### src/hdl/coarse_sliding_min_max_assert.svh
// Assertion macros used by the top-level RTL file.
`ifndef COARSE_SLIDING_MIN_MAX_ASSERT_SVH
`define COARSE_SLIDING_MIN_MAX_ASSERT_SVH

// Check cons in the same cycle as ante.
`define CSMM_ASSERT_SAME(lbl, ante, cons, msg) \
  lbl: assert property (@(posedge clk) disable iff (!rst_n) (ante) |-> (cons)) \
    else $error(msg);

// Check cons in the cycle after ante.
`define CSMM_ASSERT_NEXT(lbl, ante, cons, msg) \
  lbl: assert property (@(posedge clk) disable iff (!rst_n) (ante) |=> (cons)) \
    else $error(msg);

`endif

### src/hdl/csmm_pkg.sv
`timescale 1ns / 1ps
package csmm_pkg;

  localparam int MAX_LAYERS_DEF   = 10;
  localparam int SAMPLE_WIDTH_DEF = 16;

  localparam int CFG_IDX_W  = 1;
  localparam int CFG_DATA_W = 4;
  localparam int LC_W       = 4;

  localparam logic [CFG_IDX_W-1:0] REG_LAYER_COUNT = 1'd0;
  localparam logic [CFG_IDX_W-1:0] REG_TRACK_MAX   = 1'd1;

  localparam logic [LC_W-1:0] LAYER_COUNT_RST = 4'd10;

  localparam logic CMD_SAMPLE = 1'b0;
  localparam logic CMD_FILL   = 1'b1;

  typedef struct packed {
    logic step;
    logic fill;
    logic track_max;
  } csmm_ctrl_t;

endpackage

### src/hdl/csmm_cell.sv
`timescale 1ns / 1ps
module csmm_cell #(
  parameter int SAMPLE_WIDTH = csmm_pkg::SAMPLE_WIDTH_DEF
) (
  input  logic                           clk,
  input  logic                           rst_n,
  input  csmm_pkg::csmm_ctrl_t           ctrl,
  input  logic                           link_in,
  input  logic                           cnt_bit,
  input  logic                           in_range,
  input  logic signed [SAMPLE_WIDTH-1:0] data_in,
  input  logic signed [SAMPLE_WIDTH-1:0] fill_val,
  output logic                           en_out,
  output logic signed [SAMPLE_WIDTH-1:0] pick_out,
  output logic signed [SAMPLE_WIDTH-1:0] nxt_cur,
  output logic signed [SAMPLE_WIDTH-1:0] nxt_prev
);
  import csmm_pkg::*;

  logic signed [SAMPLE_WIDTH-1:0] cur_r, cur_nxt;
  logic signed [SAMPLE_WIDTH-1:0] prev_r, prev_nxt;
  logic                           en;

  assign en     = link_in & cnt_bit & in_range;
  assign en_out = en;

  always_comb begin
    if (ctrl.track_max) begin
      pick_out = (cur_r > prev_r) ? cur_r : prev_r;
    end else begin
      pick_out = (cur_r < prev_r) ? cur_r : prev_r;
    end
  end

  // shift the pair when this layer is reached by the trailing-ones run
  assign nxt_cur  = en ? data_in : cur_r;
  assign nxt_prev = en ? cur_r : prev_r;

  always_comb begin
    cur_nxt  = cur_r;
    prev_nxt = prev_r;
    if (ctrl.fill) begin
      cur_nxt  = fill_val;
      prev_nxt = fill_val;
    end else if (ctrl.step) begin
      cur_nxt  = nxt_cur;
      prev_nxt = nxt_prev;
    end
  end

  always_ff @(posedge clk) begin
    if (!rst_n) begin
      cur_r  <= '0;
      prev_r <= '0;
    end else begin
      cur_r  <= cur_nxt;
      prev_r <= prev_nxt;
    end
  end

endmodule

### src/hdl/coarse_sliding_min_max.sv
`timescale 1ns / 1ps
// Channel   Direction  Ports                                   Moves
// in        input      in_valid/in_ready, in_command, in_value  one sample or fill request
// out       output     out_valid/out_ready, out_extreme         one result per sample
// cfg       input      cfg_we, cfg_index, cfg_wdata             register write, no wait
//
// The whole row of layer cells updates at the edge that accepts a request.
// A sample's result is registered at that edge and shows on out_* in the next cycle.
// A new request is taken in the same cycle as the waiting result is taken.
// Reset (rst_n low at a clock edge) clears all layers, the run counter and the output valid flag.
// A stalled output holds its result and blocks further requests; fills give no result.
module coarse_sliding_min_max #(
  parameter int MAX_LAYERS   = csmm_pkg::MAX_LAYERS_DEF,
  parameter int SAMPLE_WIDTH = csmm_pkg::SAMPLE_WIDTH_DEF
) (
  input  logic                                 clk,
  input  logic                                 rst_n,
  input  logic                                 in_valid,
  output logic                                 in_ready,
  input  logic                                 in_command,
  input  logic signed [SAMPLE_WIDTH-1:0]       in_value,
  output logic                                 out_valid,
  input  logic                                 out_ready,
  output logic signed [SAMPLE_WIDTH-1:0]       out_extreme,
  input  logic                                 cfg_we,
  input  logic [csmm_pkg::CFG_IDX_W-1:0]       cfg_index,
  input  logic [csmm_pkg::CFG_DATA_W-1:0]      cfg_wdata
);
  import csmm_pkg::*;

  localparam int CNT_W = (MAX_LAYERS > 1) ? MAX_LAYERS - 1 : 1;
  localparam int TOP_W = (MAX_LAYERS > 1) ? $clog2(MAX_LAYERS) : 1;

  logic [LC_W-1:0]                lc_r;
  logic                           tmax_r;
  logic [CNT_W-1:0]               cnt_r, cnt_nxt, cnt_inc;
  logic                           out_valid_r;
  logic signed [SAMPLE_WIDTH-1:0] out_extreme_r, extreme_nxt;

  logic [TOP_W-1:0]               top;
  logic [CNT_W:0]                 bound;
  logic                           accept, step, fill;
  csmm_ctrl_t                     ctrl;

  logic [MAX_LAYERS-1:0]          en_w;
  logic [MAX_LAYERS:0]            en_plus;
  logic signed [SAMPLE_WIDTH-1:0] pick_w     [MAX_LAYERS];
  logic signed [SAMPLE_WIDTH-1:0] nxt_cur_w  [MAX_LAYERS];
  logic signed [SAMPLE_WIDTH-1:0] nxt_prev_w [MAX_LAYERS];
  logic signed [SAMPLE_WIDTH-1:0] top_cur, top_prev;

  assign in_ready    = !out_valid_r || out_ready;
  assign accept      = in_valid && in_ready;
  assign step        = accept && (in_command == CMD_SAMPLE);
  assign fill        = accept && (in_command == CMD_FILL);
  assign out_valid   = out_valid_r;
  assign out_extreme = out_extreme_r;

  assign ctrl.step      = step;
  assign ctrl.fill      = fill;
  assign ctrl.track_max = tmax_r;

  always_comb begin
    if (lc_r == '0) begin
      top = '0;
    end else if (int'(lc_r) > MAX_LAYERS) begin
      top = TOP_W'(MAX_LAYERS - 1);
    end else begin
      top = TOP_W'(lc_r - 4'd1);
    end
  end

  for (genvar i = 0; i < MAX_LAYERS; i++) begin : g_cell
    logic                           link_in, cnt_bit, in_range;
    logic signed [SAMPLE_WIDTH-1:0] data_in;
    if (i == 0) begin : g_first
      assign link_in = 1'b1;
      assign cnt_bit = 1'b1;
      assign data_in = in_value;
    end else begin : g_rest
      assign link_in = en_w[i-1];
      assign cnt_bit = cnt_r[i-1];
      assign data_in = pick_w[i-1];
    end
    assign in_range = (TOP_W'(i) <= top);

    csmm_cell #(
      .SAMPLE_WIDTH (SAMPLE_WIDTH)
    ) u_cell (
      .clk      (clk),
      .rst_n    (rst_n),
      .ctrl     (ctrl),
      .link_in  (link_in),
      .cnt_bit  (cnt_bit),
      .in_range (in_range),
      .data_in  (data_in),
      .fill_val (in_value),
      .en_out   (en_w[i]),
      .pick_out (pick_w[i]),
      .nxt_cur  (nxt_cur_w[i]),
      .nxt_prev (nxt_prev_w[i])
    );
  end

  assign top_cur  = nxt_cur_w[top];
  assign top_prev = nxt_prev_w[top];

  always_comb begin
    if (tmax_r) begin
      extreme_nxt = (top_cur > top_prev) ? top_cur : top_prev;
    end else begin
      extreme_nxt = (top_cur < top_prev) ? top_cur : top_prev;
    end
  end

  assign cnt_inc = cnt_r + 1'b1;
  assign bound   = (CNT_W + 1)'(1) << top;

  always_comb begin
    cnt_nxt = cnt_r;
    if (step) begin
      cnt_nxt = ({1'b0, cnt_inc} >= bound) ? '0 : cnt_inc;
    end
  end

  always_ff @(posedge clk) begin
    if (!rst_n) begin
      lc_r   <= LAYER_COUNT_RST;
      tmax_r <= 1'b0;
    end else if (cfg_we) begin
      case (cfg_index)
        REG_LAYER_COUNT: begin
          lc_r <= cfg_wdata[LC_W-1:0];
        end
        REG_TRACK_MAX: begin
          tmax_r <= cfg_wdata[0];
        end
        default: begin
        end
      endcase
    end
  end

  always_ff @(posedge clk) begin
    if (!rst_n) begin
      cnt_r       <= '0;
      out_valid_r <= 1'b0;
    end else begin
      cnt_r <= cnt_nxt;
      if (step) begin
        out_valid_r <= 1'b1;
      end else if (out_ready) begin
        out_valid_r <= 1'b0;
      end
    end
  end

  always_ff @(posedge clk) begin
    if (step) begin
      out_extreme_r <= extreme_nxt;
    end
  end

  assign en_plus = {1'b0, en_w} + 1'b1;

`include "coarse_sliding_min_max_assert.svh"

  `CSMM_ASSERT_SAME(a_en_prefix, 1'b1, $onehot(en_plus), "layer enables not a prefix")
  `CSMM_ASSERT_NEXT(a_cnt_bound, step, {1'b0, cnt_r} < $past(bound), "run counter past wrap")
  `CSMM_ASSERT_NEXT(a_fill_cnt, fill, cnt_r == $past(cnt_r), "fill moved run counter")
  `CSMM_ASSERT_NEXT(a_step_result, step, out_valid_r, "sample gave no result")

endmodule
### config.mk
export PLATFORM = sky130hd
export DESIGN_NAME = coarse_sliding_min_max
export DESIGN_NICKNAME = d
export VERILOG_FILES = /design/src/hdl/csmm_pkg.sv /design/src/hdl/csmm_cell.sv /design/src/hdl/coarse_sliding_min_max.sv
export VERILOG_INCLUDE_DIRS = /design/src /design/src/hdl
export SDC_FILE = /design/constraint.sdc
export NUM_CORES = 2
export LEC_CHECK = 0
export BUFFER_PORTS_ARGS = -buffer_cell sky130_fd_sc_hd__buf_2
export CELL_PAD_IN_SITES_DETAIL_PLACEMENT = 0
export CELL_PAD_IN_SITES_GLOBAL_PLACEMENT = 1
export CORE_MARGIN = 8
export CORE_UTILIZATION = 48
export CTS_CLUSTER_DIAMETER = 100
export DETAILED_ROUTE_END_ITERATION = 10
export PLACE_DENSITY_LB_ADDON = 0.1
export SLEW_MARGIN = 20
export SYNTH_ARGS = -nofsm -noshare
export SYNTH_HDL_FRONTEND = slang
export SYNTH_SLANG_ARGS = --single-unit
export TNS_END_PERCENT = 10
### constraint.sdc
create_clock -name clk -period 7.05 [get_ports clk]
set_clock_uncertainty 0.1 [all_clocks]
set_input_delay 0.705 -clock clk [delete_from_list [all_inputs] [get_ports clk]]
set_output_delay 0.705 -clock clk [all_outputs]
set_load 0.05 [all_outputs]
==> out/qor.yml <==
postSynthAreaPerCell_um2: 7.51
rsz0062_at_grt: "no"
gp_congestion: 1.13
cts_made_buffers: 45
status: "completed"
maxSlewHeadroom_pct: 1.74
wire_per_inst_um: 34.6
fmax_ghz: 0.148
fin_nets: 3626
postSynthCellCount: 3443
fin_crit_sh_pct: 96.0
worstPathMaxFanout: 9
io_buffer_count: 44
dieArea_mm2: 0.0616
cp-start-kind: "flip-flop"
die_h_um: 248
grtUsageTotal_pct: 45.4
seq_power_share_pct: 33.0
dr.pass1.iters: 7
clock_sinks: 351
hold_violations: 0
timing.final.crit_period_ns: 6.77
drtIter0Drc: 5143
switching_power_mw: 2.77
power.density_mw_per_mm2: 247
ys_top_cells_by_area: "dfxtp_1 26%, o21ai_0 8.6%, ha_1 8.4%"
synthArstFlopShare_pct: 0
max_cap_violations: 0
cp-end-kind: "flip-flop"
drive_above_1_share_pct: 11.4
p_leak_nw: 11.1
htree_levels: 2
core_mm2: 0.0535
swShare_pct: 39.0
synth_top_cell_by_area: "dfxtp_1"
setup_tns_ns: 0
arrival_ns: 7.09
routed_wl_um: 144000
dieWidth_um: 248
grt_start_max_net_pins: 152
yosysWarnings: 0
cts.clk_slew.worst_paths_ns: 0.06
grt.overflow.total: 0
synth_fp_nets: 3643
p_int_mw: 4.33
viasPerCell: 7.28
cts_tree: "done"
tightest_slew_ns: 1.47
grt_pass1_vias: 27777
ir_drop_v: 0.000205
dpl.hpwl_um: 105000
slew_violations: 0
fin_cells: 4169
rows: 85
placedCellCount: 4075
seq_area_frac_synth_pct: 27.8
synth-edff-count: 16
dr_total_vias: 30369
cts_root_buf: "clkbuf_16"
worstSkewPairLatency_ns: 0.61
power_frac_comb_pct: 32.6
antenna_found_initial: 11
clockPowerShare_pct: 34.4
synth_top_area_share_pct: 25.9
yosys_most_used_dff: "dfxtp_1"
drc: 0
hp-class: "input pin to flip-flop"
crit_type: "flip-flop to flip-flop"
grt_first_pass_wirelength_um: 203000
ys_ff_latch: 351
setup_violations: 0
holdWs_ns: 0.243
cts_resized: 0
cts_setup_buffers: 0
io-pin-count: 45
ant_nets: 0
cp.required_ns: 7.37
initial_core_util_pct: 48.3
cts_buffer_depth: 3
syn_area_mm2: 0.0259
synth_cell_types: 100
area_delta_synth_final_pct: 11.1
ctsHoldBuffers: 0
## metrics by stage
stage | setup WS (ns) | power [mW] | utilization [%] | cell area (µm²)
after floorplan | 1.38 | 3.69 | - | 25900
after global placement | 0.300 | 4.53 | 50.7 | 27100
after detailed placement | 0.341 | 4.55 | 50.8 | 27100
after CTS | 0.310 | 6.95 | 53.5 | 28600
after global routing | 0.0721 | 7.25 | 53.7 | 28700
final | 0.280 | 7.10 | 53.7 | 28700
## cells in the final DEF, fill, tap and decap left out, types with 16 or more instances in the layout
master,count
a211oi_1,67
a311oi_1,24
o21ai_1,18
nand4_1,39
o22ai_1,28
a211o_1,18
or3_1,16
nand2b_1,23
buf_4,145
a22oi_1,29
buf_2,42
a21oi_1,365
o21ai_0,443
ha_1,173
nor3_1,54
nor2b_1,20
a31oi_1,36
a221oi_1,78
nand3_1,58
nand2_1,365
edfxtp_1,16
o211ai_1,93
mux2i_1,110
inv_1,170
mux2_2,18
o221a_2,31
nor2_1,256
dfxtp_1,333
clkbuf_16,47
a21o_1,32
## final timing paths
path                                             end                                    start  depth (start not counted)  slack, ns
max                        out_extreme[10]$_DFFE_PP_   g_cell[3].u_cell.cur_r[5]$_SDFFE_PN0P_                         21       0.28
min                             lc_r[3]$_SDFFE_PN1P_                             cfg_wdata[3]                          3       0.24
max reg2reg                out_extreme[10]$_DFFE_PP_   g_cell[3].u_cell.cur_r[5]$_SDFFE_PN0P_                         21       0.28
min reg2reg  g_cell[8].u_cell.prev_r[1]$_SDFFE_PN0P_  g_cell[8].u_cell.prev_r[1]$_SDFFE_PN0P_                          2       0.36
## state kept, by name, indices dropped and copies added (netlist names)
| signal | flops |
|---|---|
| g_cell.u_cell.cur_r | 160 |
| out_extreme | 16 |
| g_cell.u_cell.prev_r | 160 |
| tmax_r | 1 |
| out_valid | 1 |
| cnt_r | 9 |
| lc_r | 4 |
## logic make-up after synthesis
group	count (synthesis)	synth area share [%]
AO/OA/AOI/OAI	1418	35.1
AND/OR/NAND/NOR	916	16.0
buffers and inverters	437	6.97
flip-flops	351	27.8
adder cells (fa/ha/maj)	173	8.37
multiplexers	134	5.32
XOR/XNOR	14	0.474
## critical path, cell delays in order, from the launching register on
cell and delay (ns):
dfxtp_1 0.53, ha_1 0.31, and3_1 0.21, a221oi_1 0.43, o22ai_1 0.19, nor4_2 0.47, o21ai_1 0.36, a211oi_1 0.40
a311oi_2 0.14, o211ai_1 0.77, and4_1 0.37, ha_1 0.19, nand2_1 0.10, nor4_1 0.36, o21ai_0 0.15, a21oi_1 0.15
nor3_1 0.09, o2bb2ai_1 0.28, mux2i_1 0.36, buf_4 0.25, o31ai_1 0.10, o32ai_1 0.26
## cell type report
| class | instances | area (µm²) |
|---|---|---|
| multi-input combinational | 2655 | 17000 |
| sequential | 351 | 7190 |
| fill | 5174 | 24800 |
| antenna | 14 | 35.0 |
| timing repair buffer | 196 | 1480 |
| clock buffer | 65 | 1330 |
| tap | 696 | 871 |
| clock inverter | 15 | 161 |
| inverter | 177 | 669 |
## power groups by stage
stage | Sequential, mW | Clock [mW] | Combinational [mW]
finish | 2.34 | 2.44 | 2.31
floorplan | 2.34 | 0 | 1.34
CTS | 2.33 | 2.43 | 2.19
detailed placement | 2.37 | 0 | 2.18
global route | 2.35 | 2.50 | 2.40
global placement | 2.37 | 0 | 2.16
## metal layers
metal / track usage [%] / vias up / wire, µm
met3: 15.4 / 617 / 21000
met4: 36.4 / 6 / 13900
met5: 1.39 / - / 44
li1: - / 12793 / -
met2: 61.5 / 2589 / 55500
met1: 57.8 / 14364 / 53700
## Yosys cell counts, drive strengths merged, types with 9 or more instances
| cell type | count |
|---|---|
| nand4 | 39 |
| a22oi | 29 |
| a221oi | 78 |
| a2111oi | 11 |
| nand2 | 368 |
| nor2b | 20 |
| and2 | 13 |
| or3 | 16 |
| xor2 | 9 |
| buf | 83 |
| a31oi | 37 |
| o21ai | 464 |
| o221a | 31 |
| o21a | 14 |
| o211ai | 93 |
| o221ai | 10 |
| ha | 173 |
| inv | 172 |
| nor4 | 13 |
| clkbuf | 177 |
| nor2 | 263 |
| and3 | 9 |
| mux2i | 113 |
| a311oi | 25 |
| a211oi | 71 |
| mux2 | 21 |
| nand3 | 59 |
| nor3 | 61 |
| nand2b | 26 |
| a21oi | 373 |
| dfxtp | 335 |
| o22ai | 28 |
| a2bb2oi | 11 |
| edfxtp | 16 |
| a211o | 18 |
| a21o | 32 |
Note: power is estimated with default switching activity, not from simulation.
